$ cat src/sv/box_sub_pkg.sv
// Shared types and constants for the box difference block.
// Used by box_subtract, box_sub_front and box_sub_back; depends on nothing else.
package box_sub_pkg;

    localparam int COORD_WIDTH_DEF = 16;
    localparam int MAX_DIMS_DEF    = 3;

    // The stream words always carry fields for three dimensions.
    localparam int FIELD_DIMS      = 3;
    localparam int QUEUE_DEPTH     = 2;

    localparam int         CFG_W       = 2;
    localparam logic [1:0] DIMS_RESET  = 2'd3;

    // tuser bit positions on the result stream.
    localparam int USER_W     = 3;
    localparam int USER_EMPTY = 0;
    localparam int USER_DISJ  = 1;
    localparam int USER_MALF  = 2;

    // Coordinate slots kept per dimension in a queued job.
    localparam int COORDS_PER_DIM = 6;
    localparam int SLOT_AB = 0;
    localparam int SLOT_AE = 1;
    localparam int SLOT_BB = 2;
    localparam int SLOT_BE = 3;
    localparam int SLOT_IB = 4;
    localparam int SLOT_IE = 5;

    // Two possible pieces per dimension: lower part, then upper part.
    localparam int MASK_W = 2 * FIELD_DIMS;
    localparam int SEL_W  = $clog2(MASK_W);

    typedef enum logic [1:0] {
        KIND_PIECES,
        KIND_MALFORMED,
        KIND_DISJOINT,
        KIND_EMPTY
    } t_kind;

    typedef struct packed {
        t_kind             kind;
        logic [MASK_W-1:0] mask;
    } t_job_ctrl;

    localparam int CTRL_W = $bits(t_job_ctrl);

    function automatic int job_width(input int cw, input int md);
        return CTRL_W + COORDS_PER_DIM * cw * md;
    endfunction

    function automatic int byte_round(input int bits);
        return ((bits + 7) / 8) * 8;
    endfunction

endpackage

$ cat src/sv/box_subtract.sv
// Top level of the box difference block: configuration register, front end,
// job queue and back end. Depends on box_sub_pkg and the box_sub_* modules.
//
// For every pair of boxes A and B accepted on the input stream, the block
// sends the disjoint boxes whose union is A minus B, one word per cycle while
// m_axis_tready is high, with tlast on the final word of the pair. Each used
// dimension gives at most a lower and an upper piece, so one pair yields 1 to
// 2*dims_in_use words; disjoint, covered and malformed pairs yield exactly one
// word with the matching tuser flag. A pair is accepted every cycle while the
// two-entry job queue has room, so new pairs can be taken while the words of
// an earlier pair are still being sent; a pair leaves the queue when its last
// word is loaded into the output register. A word passes through the job
// queue and then the output register. The user must see that dims_in_use is
// written only while the block is idle; the block itself does not enforce this.
module box_subtract #(
    parameter int COORD_WIDTH = box_sub_pkg::COORD_WIDTH_DEF,
    parameter int MAX_DIMS    = box_sub_pkg::MAX_DIMS_DEF,
    localparam int IN_W  = box_sub_pkg::byte_round(4 * box_sub_pkg::FIELD_DIMS * COORD_WIDTH),
    localparam int OUT_W = box_sub_pkg::byte_round(2 * box_sub_pkg::FIELD_DIMS * COORD_WIDTH)
) (
    input  logic                           i_clk,
    input  logic                           i_rst_n,
    input  logic                           i_cfg_wr_en,
    input  logic [box_sub_pkg::CFG_W-1:0]  i_cfg_wr_data,  // dims_in_use
    input  logic                           s_axis_tvalid,
    output logic                           s_axis_tready,
    // a_begin_0, a_end_0, a_begin_1, a_end_1, a_begin_2, a_end_2,
    // b_begin_0, b_end_0, b_begin_1, b_end_1, b_begin_2, b_end_2
    input  logic [IN_W-1:0]                s_axis_tdata,
    output logic                           m_axis_tvalid,
    input  logic                           m_axis_tready,
    // piece_begin_0, piece_end_0, piece_begin_1, piece_end_1,
    // piece_begin_2, piece_end_2
    output logic [OUT_W-1:0]               m_axis_tdata,
    // empty_result, disjoint, malformed
    output logic [box_sub_pkg::USER_W-1:0] m_axis_tuser,
    output logic                           m_axis_tlast  // last_piece
);
    localparam int JOB_W = box_sub_pkg::job_width(COORD_WIDTH, MAX_DIMS);

    logic [box_sub_pkg::CFG_W-1:0] r_dims;
    logic                          push, full, pop, job_valid;
    logic [JOB_W-1:0]              job_in, job_out;

    always_ff @(posedge i_clk) begin
        if (!i_rst_n) begin
            r_dims <= box_sub_pkg::DIMS_RESET;
        end else if (i_cfg_wr_en) begin
            r_dims <= i_cfg_wr_data;
        end
    end

    box_sub_front #(
        .COORD_WIDTH (COORD_WIDTH),
        .MAX_DIMS    (MAX_DIMS)
    ) u_front (
        .i_dims  (r_dims),
        .i_valid (s_axis_tvalid),
        .o_ready (s_axis_tready),
        .i_data  (s_axis_tdata),
        .i_full  (full),
        .o_push  (push),
        .o_job   (job_in)
    );

    box_sub_fifo #(
        .WIDTH (JOB_W),
        .DEPTH (box_sub_pkg::QUEUE_DEPTH)
    ) u_fifo (
        .i_clk   (i_clk),
        .i_rst_n (i_rst_n),
        .i_push  (push),
        .i_data  (job_in),
        .o_full  (full),
        .i_pop   (pop),
        .o_valid (job_valid),
        .o_data  (job_out)
    );

    box_sub_back #(
        .COORD_WIDTH (COORD_WIDTH),
        .MAX_DIMS    (MAX_DIMS)
    ) u_back (
        .i_clk       (i_clk),
        .i_rst_n     (i_rst_n),
        .i_job_valid (job_valid),
        .i_job       (job_out),
        .o_pop       (pop),
        .o_valid     (m_axis_tvalid),
        .i_ready     (m_axis_tready),
        .o_data      (m_axis_tdata),
        .o_user      (m_axis_tuser),
        .o_last      (m_axis_tlast)
    );

endmodule

$ cat src/sv/box_sub_fifo.sv
// Small register queue between the classifier and the piece generator.
// Generic in width and depth; uses no package items.
module box_sub_fifo #(
    parameter int WIDTH = 8,
    parameter int DEPTH = 2
) (
    input  logic             i_clk,
    input  logic             i_rst_n,
    input  logic             i_push,
    input  logic [WIDTH-1:0] i_data,
    output logic             o_full,
    input  logic             i_pop,
    output logic             o_valid,
    output logic [WIDTH-1:0] o_data
);
    localparam int PTR_W = (DEPTH > 1) ? $clog2(DEPTH) : 1;
    localparam int CNT_W = $clog2(DEPTH + 1);

    logic [WIDTH-1:0] r_mem [DEPTH];
    logic [PTR_W-1:0] r_wr, n_wr;
    logic [PTR_W-1:0] r_rd, n_rd;
    logic [CNT_W-1:0] r_cnt, n_cnt;
    logic             do_push, do_pop;

    assign o_full  = (r_cnt == CNT_W'(DEPTH));
    assign o_valid = (r_cnt != '0);
    assign o_data  = r_mem[r_rd];

    always_comb begin
        do_push = i_push && !o_full;
        do_pop  = i_pop && o_valid;
        n_wr    = r_wr;
        n_rd    = r_rd;
        n_cnt   = r_cnt;
        if (do_push) begin
            n_wr = (r_wr == PTR_W'(DEPTH - 1)) ? '0 : r_wr + 1'b1;
        end
        if (do_pop) begin
            n_rd = (r_rd == PTR_W'(DEPTH - 1)) ? '0 : r_rd + 1'b1;
        end
        if (do_push && !do_pop) begin
            n_cnt = r_cnt + 1'b1;
        end else if (do_pop && !do_push) begin
            n_cnt = r_cnt - 1'b1;
        end
    end

    always_ff @(posedge i_clk) begin
        if (!i_rst_n) begin
            r_wr  <= '0;
            r_rd  <= '0;
            r_cnt <= '0;
        end else begin
            r_wr  <= n_wr;
            r_rd  <= n_rd;
            r_cnt <= n_cnt;
        end
    end

    always_ff @(posedge i_clk) begin
        if (do_push) begin
            r_mem[r_wr] <= i_data;
        end
    end

endmodule

$ cat src/sv/box_sub_front.sv
// Front end: accepts box pairs, checks them and works out which pieces exist.
// Depends on box_sub_pkg; feeds box_sub_fifo.
module box_sub_front #(
    parameter int COORD_WIDTH = box_sub_pkg::COORD_WIDTH_DEF,
    parameter int MAX_DIMS    = box_sub_pkg::MAX_DIMS_DEF,
    localparam int IN_W  = box_sub_pkg::byte_round(4 * box_sub_pkg::FIELD_DIMS * COORD_WIDTH),
    localparam int JOB_W = box_sub_pkg::job_width(COORD_WIDTH, MAX_DIMS)
) (
    input  logic [box_sub_pkg::CFG_W-1:0] i_dims,
    input  logic                          i_valid,
    output logic                          o_ready,
    input  logic [IN_W-1:0]               i_data,
    input  logic                          i_full,
    output logic                          o_push,
    output logic [JOB_W-1:0]              o_job
);
    localparam int CW = COORD_WIDTH;
    localparam int B_OFS = 2 * box_sub_pkg::FIELD_DIMS;

    logic [box_sub_pkg::CFG_W-1:0]         nd;
    logic [COORD_WIDTH*MAX_DIMS*box_sub_pkg::COORDS_PER_DIM-1:0] coords;
    box_sub_pkg::t_job_ctrl                ctrl;

    assign o_ready = !i_full;
    assign o_push  = i_valid && !i_full;
    assign o_job   = {coords, ctrl};

    always_comb begin
        logic signed [CW-1:0] ab, ae, bb, be;
        logic                 used, malf, overlap;
        logic [box_sub_pkg::MASK_W-1:0] mask;
        int                   base;

        nd = (i_dims == '0) ? box_sub_pkg::CFG_W'(1) : i_dims;
        if (int'(nd) > MAX_DIMS) begin
            nd = box_sub_pkg::CFG_W'(MAX_DIMS);
        end

        malf    = 1'b0;
        overlap = 1'b1;
        mask    = '0;
        coords  = '0;
        ab = '0; ae = '0; bb = '0; be = '0;
        used = 1'b0;
        base = 0;

        for (int d = 0; d < MAX_DIMS; d++) begin
            used = (d < int'(nd));
            ab = $signed(i_data[(2*d)*CW +: CW]);
            ae = $signed(i_data[(2*d+1)*CW +: CW]);
            bb = $signed(i_data[(B_OFS+2*d)*CW +: CW]);
            be = $signed(i_data[(B_OFS+2*d+1)*CW +: CW]);
            base = d * box_sub_pkg::COORDS_PER_DIM;
            if (used) begin
                if (ab >= ae || bb >= be) begin
                    malf = 1'b1;
                end
                if (!(ab < be && bb < ae)) begin
                    overlap = 1'b0;
                end
                // With the boxes overlapping, a lower part of A exists when A
                // starts before B, and an upper part when A ends after B.
                mask[2*d]   = (ab < bb);
                mask[2*d+1] = (ae > be);
                coords[(base+box_sub_pkg::SLOT_AB)*CW +: CW] = ab;
                coords[(base+box_sub_pkg::SLOT_AE)*CW +: CW] = ae;
                coords[(base+box_sub_pkg::SLOT_BB)*CW +: CW] = bb;
                coords[(base+box_sub_pkg::SLOT_BE)*CW +: CW] = be;
                coords[(base+box_sub_pkg::SLOT_IB)*CW +: CW] = (ab >= bb) ? ab : bb;
                coords[(base+box_sub_pkg::SLOT_IE)*CW +: CW] = (ae <= be) ? ae : be;
            end
        end

        ctrl.mask = mask;
        if (malf) begin
            ctrl.kind = box_sub_pkg::KIND_MALFORMED;
        end else if (!overlap) begin
            ctrl.kind = box_sub_pkg::KIND_DISJOINT;
        end else if (mask == '0) begin
            ctrl.kind = box_sub_pkg::KIND_EMPTY;
        end else begin
            ctrl.kind = box_sub_pkg::KIND_PIECES;
        end
    end

endmodule

$ cat src/sv/box_sub_back.sv
// Back end: takes queued jobs and sends one result word per cycle unless the output stalls.
// Depends on box_sub_pkg; reads the head of box_sub_fifo.
module box_sub_back #(
    parameter int COORD_WIDTH = box_sub_pkg::COORD_WIDTH_DEF,
    parameter int MAX_DIMS    = box_sub_pkg::MAX_DIMS_DEF,
    localparam int OUT_W = box_sub_pkg::byte_round(2 * box_sub_pkg::FIELD_DIMS * COORD_WIDTH),
    localparam int JOB_W = box_sub_pkg::job_width(COORD_WIDTH, MAX_DIMS)
) (
    input  logic                           i_clk,
    input  logic                           i_rst_n,
    input  logic                           i_job_valid,
    input  logic [JOB_W-1:0]               i_job,
    output logic                           o_pop,
    output logic                           o_valid,
    input  logic                           i_ready,
    output logic [OUT_W-1:0]               o_data,
    output logic [box_sub_pkg::USER_W-1:0] o_user,
    output logic                           o_last
);
    localparam int CW = COORD_WIDTH;
    localparam int MW = box_sub_pkg::MASK_W;
    localparam int SW = box_sub_pkg::SEL_W;

    box_sub_pkg::t_job_ctrl ctrl;
    logic [MW-1:0]          r_done, n_done;
    logic                   r_valid, n_valid;
    logic [OUT_W-1:0]       r_data, n_data;
    logic [box_sub_pkg::USER_W-1:0] r_user, n_user;
    logic                   r_last, n_last;
    logic [MW-1:0]          rem, pick;
    logic [SW-1:0]          sel;
    logic                   emit;

    assign ctrl    = box_sub_pkg::t_job_ctrl'(i_job[box_sub_pkg::CTRL_W-1:0]);
    assign o_valid = r_valid;
    assign o_data  = r_data;
    assign o_user  = r_user;
    assign o_last  = r_last;

    function automatic logic [CW-1:0] coord(input logic [JOB_W-1:0] job,
                                            input int d, input int slot);
        return job[box_sub_pkg::CTRL_W + (d*box_sub_pkg::COORDS_PER_DIM + slot)*CW +: CW];
    endfunction

    always_comb begin
        logic [SW-1:0] jd;

        rem = ctrl.mask & ~r_done;
        sel = '0;
        for (int j = MW - 1; j >= 0; j--) begin
            if (rem[j]) begin
                sel = SW'(j);
            end
        end
        pick = MW'(1) << sel;
        jd   = sel >> 1;

        emit    = i_job_valid && (!r_valid || i_ready);
        n_valid = r_valid && !i_ready;
        n_data  = r_data;
        n_user  = r_user;
        n_last  = r_last;
        n_done  = r_done;
        o_pop   = 1'b0;

        if (emit) begin
            n_valid = 1'b1;
            n_data  = '0;
            n_user  = '0;
            n_last  = 1'b1;
            case (ctrl.kind)
                box_sub_pkg::KIND_PIECES: begin
                    n_last = ((rem & ~pick) == '0);
                    // Earlier dimensions hold the intersection, later ones keep A.
                    for (int d = 0; d < MAX_DIMS; d++) begin
                        if (d < int'(jd)) begin
                            n_data[(2*d)*CW +: CW]   = coord(i_job, d, box_sub_pkg::SLOT_IB);
                            n_data[(2*d+1)*CW +: CW] = coord(i_job, d, box_sub_pkg::SLOT_IE);
                        end else if (d == int'(jd)) begin
                            if (sel[0]) begin
                                n_data[(2*d)*CW +: CW]   = coord(i_job, d, box_sub_pkg::SLOT_BE);
                                n_data[(2*d+1)*CW +: CW] = coord(i_job, d, box_sub_pkg::SLOT_AE);
                            end else begin
                                n_data[(2*d)*CW +: CW]   = coord(i_job, d, box_sub_pkg::SLOT_AB);
                                n_data[(2*d+1)*CW +: CW] = coord(i_job, d, box_sub_pkg::SLOT_BB);
                            end
                        end else begin
                            n_data[(2*d)*CW +: CW]   = coord(i_job, d, box_sub_pkg::SLOT_AB);
                            n_data[(2*d+1)*CW +: CW] = coord(i_job, d, box_sub_pkg::SLOT_AE);
                        end
                    end
                end
                box_sub_pkg::KIND_DISJOINT: begin
                    n_user[box_sub_pkg::USER_DISJ] = 1'b1;
                    for (int d = 0; d < MAX_DIMS; d++) begin
                        n_data[(2*d)*CW +: CW]   = coord(i_job, d, box_sub_pkg::SLOT_AB);
                        n_data[(2*d+1)*CW +: CW] = coord(i_job, d, box_sub_pkg::SLOT_AE);
                    end
                end
                box_sub_pkg::KIND_EMPTY: begin
                    n_user[box_sub_pkg::USER_EMPTY] = 1'b1;
                end
                box_sub_pkg::KIND_MALFORMED: begin
                    n_user[box_sub_pkg::USER_MALF] = 1'b1;
                end
                default: begin
                    n_user = '0;
                end
            endcase
            if (n_last) begin
                o_pop  = 1'b1;
                n_done = '0;
            end else begin
                n_done = r_done | pick;
            end
        end
    end

    always_ff @(posedge i_clk) begin
        if (!i_rst_n) begin
            r_valid <= 1'b0;
            r_done  <= '0;
        end else begin
            r_valid <= n_valid;
            r_done  <= n_done;
        end
    end

    always_ff @(posedge i_clk) begin
        r_data <= n_data;
        r_user <= n_user;
        r_last <= n_last;
    end

endmodule
$ cat config.mk
export PLATFORM = sky130hd
export DESIGN_NAME = box_subtract
export DESIGN_NICKNAME = d
export VERILOG_FILES = /design/src/sv/box_sub_pkg.sv /design/src/sv/box_subtract.sv /design/src/sv/box_sub_fifo.sv /design/src/sv/box_sub_front.sv /design/src/sv/box_sub_back.sv
export SDC_FILE = /design/constraint.sdc
export NUM_CORES = 1
export LEC_CHECK = 0
export BUFFER_PORTS_ARGS = -buffer_cell sky130_fd_sc_hd__buf_4
export CAP_MARGIN = 20
export CORE_MARGIN = 2
export CORE_UTILIZATION = 60
export CTS_CLUSTER_DIAMETER = 120
export DETAILED_ROUTE_END_ITERATION = 7
export GPL_TIMING_DRIVEN = 0
export PLACE_DENSITY = 0.8
export SYNTH_ARGS = -nofsm -noshare
export SYNTH_HDL_FRONTEND = slang
export SYNTH_HIERARCHICAL = 1
export SYNTH_SLANG_ARGS = --single-unit
$ cat constraint.sdc
create_clock -name i_clk -period 52.1 [get_ports i_clk]
set_input_delay 15.63 -clock i_clk [delete_from_list [all_inputs] [get_ports i_clk]]
set_output_delay 15.63 -clock i_clk [all_outputs]
set_load 0.01 [all_outputs]
==> key figures <==
Outcome
  • Outcome: finished clean

Place
  • Number of port buffers: 300
  • Placer Congestion: 0.950
  • HPWL Detailed: 71200 um
  • DP Worst Slack: 32.76 ns
  • Placed cells: 3650

Floorplanning
  • IO Count: 301
  • Die height: 243 um
  • Core area: 56500 sq um
  • Initial Util: 60.9%
  • Rows: 87
  • Floorplan die width: 243 um
  • Die Footprint: 59200 sq um

Clocking
  • Clock Latency Late Sink: 0.61 ns
  • Clock sinks: 642
  • CTS resizes: 0
  • Worst-path clk slew: 0.06 ns
  • Root Buffer Master: clkbuf_16
  • TritonCTS Buffers: 66
  • Depth of the CTS H-tree: 3
  • Clock Path Buffers: 3
  • # hold bufs at CTS: 0
  • CTS tree: built
  • Post-CTS Repair Setup Buffers: 0

STA
  • Max Slew Vio Count: 0
  • Worst-margin pin slew: 1.13 ns
  • Max-slew headroom: 24.6%
  • Setup TNS: 0 ns
  • Period utilisation layout: 36.0%
  • Final Setup Violations: 0
  • Fmax: 53.3 MHz
  • Max Clock Skew: 0.0213 ns
  • Post-route minimum period: 18.78 ns
  • Fin. Hold Viols: 0
  • RSZ-0062 raised after global routing: false
  • Setup WS post-layout: 33.32 ns

Cells and area
  • Syn-to-layout area delta: 16.9%
  • Fill cells: 3708
  • Cell Count, Final, Fillers Out: 3772
  • Antenna diodes: 0
  • Fin util: 71.1%
  • Storage element area: 19100 sq um
  • Final Net Count: 3444
  • Fraction of layout cells with a size suffix above 1: 26.0%
  • Multi-input logic area: 13800 sq um

Global route
  • Initial antenna violation count: 0
  • GRT busiest layer: met2
  • Global route overflow: 0
  • Global-route wire length before repair: 140000 um
  • Vias in the first global route: 24000
  • Met1 GRT Util: 39.8%
  • GR Layer Usage met3: 3.90%
  • Met2 GRT Util: 54.0%
  • Total global routing track utilization: 31.6%
  • Largest net degree at the start of global routing: 67

Detailed routing
  • Antenna-violating nets left: 0
  • Initial drt markers: 2150
  • Post-Route WL: 94800 um
  • DR vias/cell: 6.20
  • Wire per inst: 25.1 um
  • TritonRoute pass-1 iters: 6
  • Final routed DRC violation total: 0
  • Via count: 23400

Power
  • Leak: 16.4 nW
  • Power Total: 0.00181 W
  • PD cells: 44.9 nW/um^2
  • Peak supply drop: 0.0443 mV

Synth
  • Avg Cell Area, Syn: 13.4 sq um
  • Mapped Cells: 2572
  • Synth warnings: 6
  • Syn_nets: 3054
  • Mapped Area: 34400 sq um

Critical path
  • Crit. End Element: register
  • Max stage delay cell, worst path: a2111oi_0
  • Setup CP Type: in -> reg
  • Worst endpoint required time: 52.42 ns
  • Worst Setup Start Kind: input port
  • Max Fanout on Critical Path: 10
  • WP buf/inv: 4
  • Critical path arrival: 19.09 ns
  • Delay-heaviest family, CP: compound AO/OA/AOI/OAI gates
  • CP peak stage delay: 0.77 ns
  • CP cell instances: buf_4 -> inv_1 -> ha_1 -> a21o_1 -> nand3_1 -> a211oi_1 -> a2111oi_0 -> mux2i_1 -> a21boi_0 -> buf_2 -> buf_2 -> mux2i_1 -> nor2_1

Min path
  • Hold WC Path Type: reg -> reg

Flow run
  • Max-Cap Viols: 0
[final timing paths]
| check | start | endpoint | slack (ns) | cells past startpoint |
|---|---|---|---|---|
| hold / removal | u_back/r_done[3]$_SDFFE_PN0P_ | u_back/r_done[3]$_SDFFE_PN0P_ | 0.52 | 2 |
| setup reg to reg | register | u_back/o_data[36]$_DFFE_PP_ | 48.23 | 9 |
| setup / recovery | s_axis_tdata[133] | u_fifo/r_mem[1][177]$_DFFE_PP_ | 33.32 | 13 |
| hold reg to reg | u_back/r_done[3]$_SDFFE_PN0P_ | u_back/r_done[3]$_SDFFE_PN0P_ | 0.52 | 2 |
[state kept, by name (all words and copies together), names as in the netlist, named ones only]
signal / count
r_dims: 2
u_back/o_data: 96
u_back/o_last: 1
u_back/o_user: 3
u_back/o_valid: 1
u_back/r_done: 6
u_fifo/r_cnt: 2
u_fifo/r_mem: 528
u_fifo/r_rd: 1
u_fifo/r_wr: 1
[power by group]
group	total, W	leakage, nW	internal, W	switching [W]
registers	0.000739	6.04	0.000706	0.0000324
clock network	0.000464	1.03	0.000264	0.000200
logic	0.000604	9.34	0.000269	0.000335
[cell usage in the layout (no fill, tap or decap), types with 21 or more instances in the layout]
cell type  instances
nor2b_1           29
a22o_1            32
a21oi_1          126
and3_1            21
buf_6             28
nand2_1           88
mux2_2            44
nor2_1           216
a21o_1            40
mux2_4           238
mux2i_1           24
nand4_1           46
o21ai_0           83
ha_1             283
clkbuf_1         120
inv_1            166
edfxtp_1         628
nor3_1            43
clkbuf_16         67
buf_4            305
and2_1            40
[routing by layer]
layer / vias to the layer above / wire (um)
met5: - / 0
met4: 0 / 4560
met3: 259 / 6600
met2: 1075 / 46900
met1: 11600 / 36800
li1: 10500 / -
[layout make-up]
type / instances / area share, %
Buffer: 162 / 2.17
Clock buffer: 78 / 4.30
Clock inverter: 44 / 0.937
Inverter: 168 / 1.58
Multi-Input combinational cell: 1600 / 34.2
Sequential cell: 642 / 47.6
Tap cell: 756 / 2.35
Timing Repair Buffer: 322 / 6.81
[stage by stage]
step                cell area (sq um)  hold WS (ns)
global placement                37600         0.482
CTS                             40200         0.513
floorplan                       34400         0.471
detailed placement              38100         0.502
global route                    40200         0.551
finish                          40200         0.521
[worst min-delay path: cells and delay by family (launching register included)]
family,cells,cell delay [ns]
flip-flops,1,0.32
AND/OR/NAND/NOR,2,0.15
Power figures use the tool's default switching activity.
